$ cat config.mk
export PLATFORM = sky130hd
export DESIGN_NAME = fdl_cfg
export DESIGN_NICKNAME = d
export VERILOG_FILES = /design/src/sv/fdl_pkg.sv /design/src/sv/fdl_cfg.sv
export SDC_FILE = /design/constraint.sdc
export NUM_CORES = 1
export LEC_CHECK = 0
export ABC_AREA = 1
export BUFFER_PORTS_ARGS = -buffer_cell sky130_fd_sc_hd__buf_2
export CORE_ASPECT_RATIO = 0.75
export CORE_UTILIZATION = 36
export CTS_CLUSTER_SIZE = 10
export DETAILED_ROUTE_END_ITERATION = 8
export GPL_TIMING_DRIVEN = 1
export PLACE_DENSITY = 0.62
export SLEW_MARGIN = 20
export SYNTH_ARGS = -nofsm -noshare
export SYNTH_HDL_FRONTEND = slang
export SYNTH_SLANG_ARGS = --single-unit
$ cat constraint.sdc
create_clock -name clk -period 2.04 [get_ports clk]
set_input_delay 0.408 -clock clk [delete_from_list [all_inputs] [get_ports clk]]
set_output_delay 0.408 -clock clk [all_outputs]
set_load 0.005 [all_outputs]
$ cat src/sv/fdl_pkg.sv
// ----------------------------------------------------------------------------
// fdl_pkg
// Shared types and constants of the feedback delay line.
// ----------------------------------------------------------------------------
`default_nettype none

package fdl_pkg;

  localparam int unsigned PADDR_W = 4;

  // register map, one word per register
  typedef enum logic [1:0] {
    REG_TARGET_DELAY  = 2'd0,
    REG_FEEDBACK_GAIN = 2'd1,
    REG_WET_MIX       = 2'd2,
    REG_SMOOTH_RATE   = 2'd3
  } fdl_reg_idx_t;

  typedef struct packed {
    logic [23:0] target_delay;
    logic [14:0] feedback_gain;
    logic [15:0] wet_mix;
    logic [15:0] smooth_rate;
  } fdl_cfg_t;

  localparam logic [23:0] TARGET_DELAY_RST  = 24'd0;
  localparam logic [14:0] FEEDBACK_GAIN_RST = 15'd0;
  localparam logic [15:0] WET_MIX_RST       = 16'd16384;
  localparam logic [15:0] SMOOTH_RATE_RST   = 16'd64;

  localparam logic [14:0] FEEDBACK_CAP = 15'd32604;
  localparam logic [15:0] MIX_UNITY    = 16'd32768;

  localparam logic [23:0] S24_MAX = 24'h7FFFFF;
  localparam logic [23:0] S24_MIN = 24'h800000;

  typedef enum logic [2:0] {
    ST_IDLE,
    ST_SMOOTH,
    ST_ADDR,
    ST_READ,
    ST_INTERP,
    ST_DELAY,
    ST_MIX,
    ST_DONE
  } fdl_state_t;

endpackage

`default_nettype wire

$ cat src/sv/fdl_cfg.sv
// ----------------------------------------------------------------------------
// fdl_cfg
// APB register file: target delay, feedback gain, wet mix, smoothing rate.
// ----------------------------------------------------------------------------
`default_nettype none

module fdl_cfg
  import fdl_pkg::*;
(
  input  wire logic               clk,
  input  wire logic               rst_n,
  input  wire logic               psel,
  input  wire logic               penable,
  input  wire logic               pwrite,
  input  wire logic [PADDR_W-1:0] paddr,
  input  wire logic [31:0]        pwdata,
  output      logic [31:0]        prdata,
  output      logic               pready,
  output      fdl_cfg_t           cfg
);

  fdl_cfg_t     cfg_r;
  fdl_reg_idx_t reg_idx;
  logic         wr_en;

  assign pready  = 1'b1;
  assign reg_idx = fdl_reg_idx_t'(paddr[3:2]);
  assign wr_en   = psel && penable && pwrite;
  assign cfg     = cfg_r;

  always_ff @(posedge clk) begin
    if (!rst_n) begin
      cfg_r.target_delay  <= TARGET_DELAY_RST;
      cfg_r.feedback_gain <= FEEDBACK_GAIN_RST;
      cfg_r.wet_mix       <= WET_MIX_RST;
      cfg_r.smooth_rate   <= SMOOTH_RATE_RST;
    end else if (wr_en) begin
      unique case (reg_idx)
        REG_TARGET_DELAY:  cfg_r.target_delay  <= pwdata[23:0];
        REG_FEEDBACK_GAIN: cfg_r.feedback_gain <= pwdata[14:0];
        REG_WET_MIX:       cfg_r.wet_mix       <= pwdata[15:0];
        REG_SMOOTH_RATE:   cfg_r.smooth_rate   <= pwdata[15:0];
        default: ;
      endcase
    end
  end

  always_comb begin
    prdata = '0;
    unique case (reg_idx)
      REG_TARGET_DELAY:  prdata = {8'd0, cfg_r.target_delay};
      REG_FEEDBACK_GAIN: prdata = {17'd0, cfg_r.feedback_gain};
      REG_WET_MIX:       prdata = {16'd0, cfg_r.wet_mix};
      REG_SMOOTH_RATE:   prdata = {16'd0, cfg_r.smooth_rate};
      default:           prdata = '0;
    endcase
  end

endmodule

`default_nettype wire

=== Yosys cells after proc, flatten, opt, wreduce, memory -nomap -nowiden ===
Cells that the tools add are included.

* Output and inout bits: 104
* Logic and storage cells: 15
* Register bits after elaboration: 71
* Bits of input ports: 41

* Eq/ne operators: 3
* Muxes and demuxes: 1
* Reduce and logical (&&, ||, !) cells: 7

{| class="wikitable"
|+ Operator list
! kind !! number
|-
| one-hot mux 32 bit (4 select lines) || 1
|-
| AND reduction 2 bit || 4
|-
| equality test 2 bit (second input constant) || 2
|-
| equality test 2 x 1 -> 1 bit (second input constant) || 1
|-
| logical AND 1 bit || 2
|-
| logical NOT 2 bit || 1
|}

=== Depth between registers and ports, before layout ===
Gate-level depths: netlist of the first run.

* Depth after elaboration: 3
* Mapped depth: 7
* Depth with buffers taken out: 5

=== Worst setup path after synthesis of the first run ===
Ideal clock, no wire load.

* Path type: input to output
* From: in paddr[3]
* To: out prdata[12]
* Arrival: 1.021 ns
* Stages: 4
* Buffers on the path: 1
* Setup slack: 0.611 ns
* Data required time: 1.632 ns
* Cells stage by stage: nor2_1 > clkbuf_1 > nand2_1 > nand4_1

* Cells in the longest elaborated chain, start to end: 2
* Elaborated cells between the ends (all ways): 5
* Classes of those cells: eq/ne (3); mux (1); reduce/logical (1)

{| class="wikitable"
|+ RTL lines
! element !! RTL line !! RTL
|-
| from (decl) || fdl_cfg.sv:15 || <nowiki>input wire logic [PADDR_W-1:0] paddr,</nowiki>
|-
| equality test 2 bit, or another cell as far along || fdl_cfg.sv:50 || <nowiki>unique case (reg_idx)</nowiki>
|-
| one-hot mux 32 bit (4 select lines) (*) || fdl_cfg.sv:50 ||
|-
| to (decl) || fdl_cfg.sv:17 || <nowiki>output logic [31:0] prdata,</nowiki>
|}

Every way passes the cells marked *; elsewhere a longest branch is shown, timed or not. The select of a mux whose other input is x is not followed.

=== Final worst setup path of the first run ===
* From: in paddr[2]
* To: out prdata[0]

The elaborated chain is that of the path after synthesis.

==> results of run 1 <==
-- power groups by stage --
stage	registers, uW	clock network (uW)	logic (uW)
after floorplan	1470	0	208
after global placement	1470	0	328
after detailed placement	1470	0	332
after CTS	1440	1490	333
after global routing	1440	1550	374
final	1440	1440	332
-- final cells by class --
type	count	area, um2
Clock buffer	12	267
Sequential cell	71	1420
Inverter	36	135
Timing Repair Buffer	138	748
Fill cell	974	4720
Multi-Input combinational cell	392	1670
Tap cell	128	160
Clock inverter	1	5.00
-- cells in the mapped netlist (all sizes together) --
library cell / instances
buf: 35
clkbuf: 7
conb: 2
dfxtp: 71
inv: 36
nand2: 139
nand3: 73
nand4: 15
nor2: 154
o21ai: 2
-- layout by cell type (no fill, tap or decap), drive strengths merged --
| master | instances |
|---|---|
| nor2 | 154 |
| clkinv | 1 |
| nand3 | 73 |
| conb | 9 |
| dfxtp | 71 |
| nand2 | 139 |
| inv | 36 |
| o21ai | 2 |
| nand4 | 15 |
| buf | 138 |
| clkbuf | 12 |
-- through the flow --
| step | worst slack (ns) | instance area [um2] | utilization (%) |
|---|---|---|---|
| final | 0.304 | 4400 | 48.3 |
| after global routing | 0.186 | 4400 | 48.3 |
| after detailed placement | 0.301 | 4130 | 45.3 |
| after global placement | 0.325 | 4130 | 45.3 |
| after CTS | 0.292 | 4400 | 48.3 |
| after floorplan | 0.611 | 3440 | - |
-- worst paths after layout --
| check | start | end | slack, ns | depth (start not counted) |
|---|---|---|---|---|
| setup reg to reg | cfg[50]$_SDFFE_PN0P_ | cfg[50]$_SDFFE_PN0P_ | 1.42 | 2 |
| hold / removal | pwdata[14] | cfg[30]$_SDFFE_PN1P_ | 0.33 | 3 |
| hold reg to reg | cfg[40]$_SDFFE_PN0P_ | cfg[40]$_SDFFE_PN0P_ | 0.50 | 2 |
| setup / recovery | paddr[2] | prdata[0] | 0.30 | 7 |
-- worst reg2reg max path, delay by kind of cell, from the launching register on --
family,cells,cell delay (ns)
flip-flops,1,0.39
AND/OR/NAND/NOR,2,0.18
-- layer usage --
metal,track usage (%),wire length [um],vias to the layer above
met5,0,0,-
met4,4.84,65,0
met3,5.80,651,7
met2,34.7,4400,101
met1,26.6,4730,1574
li1,-,-,1858
-- cell families after synthesis --
| logic type | share of synthesized area, % |
|---|---|
| compound gates | 0.293 |
| buf+inv | 10.8 |
| flops | 41.6 |
| other cells | 0.220 |
| simple gates | 47.0 |
==> flow_summary.ini, run 1 <==
[clocking]
cts_buffer_depth = 2
cts-hold-fix-buffers = 0
post_cts_buffers = 0
numCtsBuffers = 9
cts_tree = yes
clock-sinks = 71
clk_pin_slew_ns = 0.05
cts_resized = 0
root_buffer = clkbuf_16
htreeDepth = 3
clk_latency_ns = 0.32

[place]
gp_congestion = 0.777
io_buffer_count = 125
detailed_place_hpwl_um = 6500
placedCellCount = 765

[global_route]
grt_pass1_vias = 3194
grt_pass1_wl_um = 15800
grt_usage_pct = 20.7
antenna_found_initial = 0
gr-total-overflow = 0
grt_max_degree = 72

[power]
power_uw = 3220
p_switching_uw = 778
power_frac_comb_pct = 10.3
switching_share_pct = 24.2
p_int_uw = 2440
seqPwrFrac_pct = 44.8
ir_worst_vdd_uv = 384
leakage_uw = 0.00221
power.density_nw_per_um2 = 731
p_clk_share_pct = 44.9

[sta]
rsz0062_at_grt = false
finalHoldViolCount = 0
max_freq_mhz = 576
tns_ns = 0
slew_viol_final = 0
fin_hold_ws_ns = 0.325
finClkSkew_ns = 0
setup_viol = 0
period_needed_ns = 1.74
period_share_pct = 85.1

[floorplanning]
dieWidth_um = 114
start_util_pct = 37.4
fp.dieArea_um2 = 9890
die_y_um = 86.4
ios = 145
coreArea_um2 = 9120
row_count = 30

[setup_path]
worstPathRequired_ns = 1.63
crit_path_end_kind = output port
crit_family = buffers and inverters
slowest_delay_ns = 0.24
startpoint_type = input port
crit_arrival_ns = 1.33
path_buf_inv = 4
crit_type = input port to output port
slowest_stage = buf_4
worst-path-max-fanout = 16
crit_chain = buf_2 > nand2_1 > inv_1 > buf_4 > nand2_1 > nand4_1 > buf_2

[synth]
synth_top_area_share_pct = 41.6
synthCells = 534
yosysUniqueCellTypes = 18
yosys.area.top_type = dfxtp_1
syn_area_per_cell_um2 = 6.40
yosys_warnings = 0
synth-seq-area-share_pct = 41.6
synthTopCellsByArea = dfxtp_1 (42%), nor2_1 (16%), nand2_1 (15%)
ys_seq_elements = 71
synthesis.area_um2 = 3420

[cells_and_area]
finalNonFillerCells = 778
nets = 689
largest_reg_flops = 71
drive_gt1_share_pct = 24.9
antennaDiodeCount = 0
syn2layout_area_growth_pct = 28.9

[routing]
first_iter_violations = 228
num_vias = 3540
drc = 0
firstDrtPassIters = 4
via_per_inst = 4.55
totalWireLength_um = 9850
drtAntennaViolNets = 0
wl_per_cell_um = 12.7

[min_path]
worstHoldPathType = input port to register

[run_status]
status = completed

[run]
maxCapViolCount = 0
Power figures use the tool's default switching activity.
==> run 2: changes to the inputs <==
Settings changed: CORE_UTILIZATION 36 to 24, PLACE_DENSITY 0.62 to 0.45.
==> flow_summary.ini, run 2 (synthesized netlist as in run 1, its figures left out) <==
[run_status]
status = finished, violations left
violations = design-rule violations

[routing]
drc = 1
first_iter_violations = 141
via_per_inst = 4.42
totalWireLength_um = 11300
drtAntennaViolNets = 0
wl_per_cell_um = 13.6
firstDrtPassIters = 6
num_vias = 3661

[clocking]
htreeDepth = 3
cts_resized = 0
post_cts_buffers = 0
clock-sinks = 71
numCtsBuffers = 9
clk_latency_ns = 0.33
root_buffer = clkbuf_16
cts_buffer_depth = 2
cts-hold-fix-buffers = 0
cts_tree = yes
clk_pin_slew_ns = 0.06

[min_path]
worstHoldPathType = input port to register

[place]
gp_congestion = 0.746
post-place-ws_ns = 0.248
io_buffer_count = 125
detailed_place_hpwl_um = 7490

[global_route]
grt_pass1_vias = 3356
grt_pass1_wl_um = 17800
gr-total-overflow = 0
antenna_found_initial = 1
grt_max_degree = 72
grt_usage_pct = 15.7

[setup_path]
worst-path-max-fanout = 15
crit_family = buffers and inverters
path_buf_inv = 4
slowest_stage = buf_4
crit_arrival_ns = 1.37
worstPathRequired_ns = 1.63
startpoint_type = input port
crit_chain = buf_2 > nand2_1 > inv_1 > buf_4 > nand2_1 > nand4_1 > buf_2
slowest_delay_ns = 0.25
crit_path_end_kind = output port
crit_type = input port to output port

[floorplanning]
fp.dieArea_um2 = 14700
start_util_pct = 24.8
coreArea_um2 = 13800
die_y_um = 105
ios = 145
row_count = 37
dieWidth_um = 140

[run]
maxCapViolCount = 0

[cells_and_area]
drive_gt1_share_pct = 25.1
layout_common_cells = nor2_1 (146), nand2_1 (138), buf_2 (125), nand3_1 (72), dfxtp_1 (71)
fin_util_pct = 32.9
regArea_um2 = 1420
largest_reg_flops = 71
multi_input_area_um2 = 1670
fill_cells = 1533
mostFrequentLayoutCell = nor2_1
nets = 691
syn2layout_area_growth_pct = 32.7
antennaDiodeCount = 0

[sta]
period_needed_ns = 1.78
layout_setup_ws_ns = 0.258
worstMarginPinSlew_ns = 0.556
setup_viol = 0
tns_ns = 0
slew_viol_final = 0
rsz0062_at_grt = false
finalHoldViolCount = 0
slew_headroom_pct = 62.9
max_freq_mhz = 561
finClkSkew_ns = 0
period_share_pct = 87.4

[power]
ir_worst_vdd_uv = 363
power.density_nw_per_um2 = 739
leakage_uw = 0.00224
-- run 2: area by class of cell --
cell class | instances | share of cell area, %
multi-input combinational | 392 | 36.8
clock inverter | 3 | 0.966
tap | 175 | 4.83
clock buffer | 12 | 5.44
inverter | 36 | 2.98
timing repair buffer | 140 | 17.7
sequential | 71 | 31.3
-- run 2: per-layer routing --
metal,track usage (%),share of wire [%],vias up
li1,-,-,1865
met1,20.5,48,1665
met2,25.4,45,120
met3,3.82,5.5,9
met4,4.40,0.83,2
met5,0,0.11,-
-- run 2: worst min-delay path, stage by stage --
cell and delay, ns:
buf_2 0.09, nand2_1 0.05, nand3_1 0.07
-- run 2: through the flow --
step	hold WS (ns)	instances	cell area [um2]	power (uW)
global placement	0.486	814	4240	1820
CTS	0.316	829	4530	3410
finish	0.324	829	4530	3350
floorplan	0.483	541	3440	1680
detailed placement	0.489	814	4240	1830
global route	0.340	829	4530	3510
-- run 2: path summary, 6_finish.rpt --
path                             start                    to  slack (ns)  cells past startpoint
setup / recovery              paddr[2]            prdata[14]        0.26                      7
setup reg to reg   cfg[6]$_SDFFE_PN1P_   cfg[6]$_SDFFE_PN1P_        1.43                      2
hold reg to reg   cfg[67]$_SDFFE_PN0P_  cfg[67]$_SDFFE_PN0P_        0.50                      2
hold / removal              pwdata[14]  cfg[30]$_SDFFE_PN1P_        0.32                      3
-- run 2: power by group --
| group | internal [uW] | switching, uW | total, uW |
|---|---|---|---|
| Clock | 974 | 585 | 1560 |
| Sequential | 1420 | 23.4 | 1440 |
| Combinational | 132 | 220 | 352 |
| Total | 2520 | 829 | 3350 |
==> run 3: changes to the inputs <==
==> constraint.sdc (replaced) <==
create_clock -name clk -period 2.04 [get_ports clk]
set_input_delay 0.408 -clock clk [delete_from_list [all_inputs] [get_ports clk]]
set_output_delay 0.408 -clock clk [all_outputs]
set_load 0.1 [all_outputs]
==> flow_summary.ini, run 3 (synthesized netlist as in run 1, its figures left out) <==
[cells_and_area]
syn2layout_area_growth_pct = 50.3
mostFrequentLayoutCell = nor2_1
nets = 688
multi_input_area_um2 = 1740
drive_gt1_share_pct = 37.1
finalNonFillerCells = 827
largest_reg_flops = 71
fill_cells = 1456
antennaDiodeCount = 0
regArea_um2 = 1510
layout_common_cells = nor2_1 (138), nand2_1 (137), buf_2 (101), nand3_1 (71), dfxtp_2 (67)

[sta]
slew_viol_final = 0
tns_ns = 0
finalHoldViolCount = 0
finClkSkew_ns = 0
setup_viol = 0
max_freq_mhz = 527
period_share_pct = 93.1
layout_setup_ws_ns = 0.141
slew_headroom_pct = 50.4
period_needed_ns = 1.90
rsz0062_at_grt = false
worstMarginPinSlew_ns = 0.743

[floorplanning]
start_util_pct = 24.8
dieWidth_um = 140
fp.dieArea_um2 = 14700
coreArea_um2 = 13800
die_y_um = 105
row_count = 37
ios = 145

[min_path]
worstHoldPathType = input port to register

[routing]
drtAntennaViolNets = 0
totalWireLength_um = 11200
drc = 0
firstDrtPassIters = 4
num_vias = 3618
first_iter_violations = 140
via_per_inst = 4.37
wl_per_cell_um = 13.6

[setup_path]
crit_type = input port to output port
worstPathRequired_ns = 1.63
crit_arrival_ns = 1.49
startpoint_type = input port
crit_path_end_kind = output port
worst-path-max-fanout = 10

[clocking]
cts_tree = yes
clock-sinks = 71
htreeDepth = 3
cts_buffer_depth = 2
cts-hold-fix-buffers = 0
root_buffer = clkbuf_16
numCtsBuffers = 9
clk_latency_ns = 0.33
post_cts_buffers = 0
cts_resized = 0
clk_pin_slew_ns = 0.06

[place]
gp_congestion = 0.777
io_buffer_count = 125
detailed_place_hpwl_um = 7380
post-place-ws_ns = 0.132
placedCellCount = 811

[global_route]
grt_usage_pct = 15.7
grt_max_degree = 72
antenna_found_initial = 0
gr-total-overflow = 0
grt_pass1_vias = 3355
grt_pass1_wl_um = 17800

[power]
power.density_nw_per_um2 = 814
ir_worst_vdd_uv = 365
leakage_uw = 0.00237

[run]
maxCapViolCount = 0

[run_status]
status = completed
## run 3: per-stage QoR
step	utilization [%]	area (um2)	total power, uW	hold WS [ns]
2_1_floorplan	-	3620	2060	0.534
4_1_cts	37.2	5130	4240	0.300
5_1_grt	37.2	5130	4330	0.308
3_5_place_dp	34.5	4760	2250	0.473
3_3_place_gp	34.5	4760	2250	0.465
6_report	37.2	5130	4180	0.320
## run 3: final cells by class
type                       count  share of cell area (%)
sequential                    71                    29.3
clock inverter                 5                    2.51
tap                          175                    4.26
multi-input combinational    392                    33.9
timing repair buffer         137                    22.7
inverter                      36                    2.63
clock buffer                  11                    4.73
## run 3: path summary, 6_finish.rpt
check | from | endpoint | slack (ns) | cells after the start
hold reg to reg | cfg[14]$_SDFFE_PN0P_ | cfg[14]$_SDFFE_PN0P_ | 0.48 | 2
setup reg to reg | cfg[30]$_SDFFE_PN1P_ | cfg[30]$_SDFFE_PN1P_ | 1.43 | 2
hold / removal | pwdata[14] | cfg[30]$_SDFFE_PN1P_ | 0.32 | 3
setup / recovery | paddr[2] | prdata[14] | 0.14 | 7
## run 3: routing by layer
layer | wire, um | vias up | global-route usage (%)
li1 | - | 1854 | -
met1 | 5470 | 1632 | 20.8
met2 | 4910 | 121 | 25.0
met3 | 768 | 11 | 4.27
met4 | 99 | 0 | 4.55
met5 | 0 | - | 0
## run 3: critical path: stages
cell and delay [ns]:
buf_2 0.18, inv_2 0.08, nor2_2 0.15, buf_4 0.21, nand2_1 0.06, nand4_1 0.18
buf_12 0.20
## run 3: power by group
part | internal (uW) | switching [uW] | total, uW
registers | 1420 | 23.8 | 1450
logic | 172 | 600 | 772
clock network | 1350 | 607 | 1960
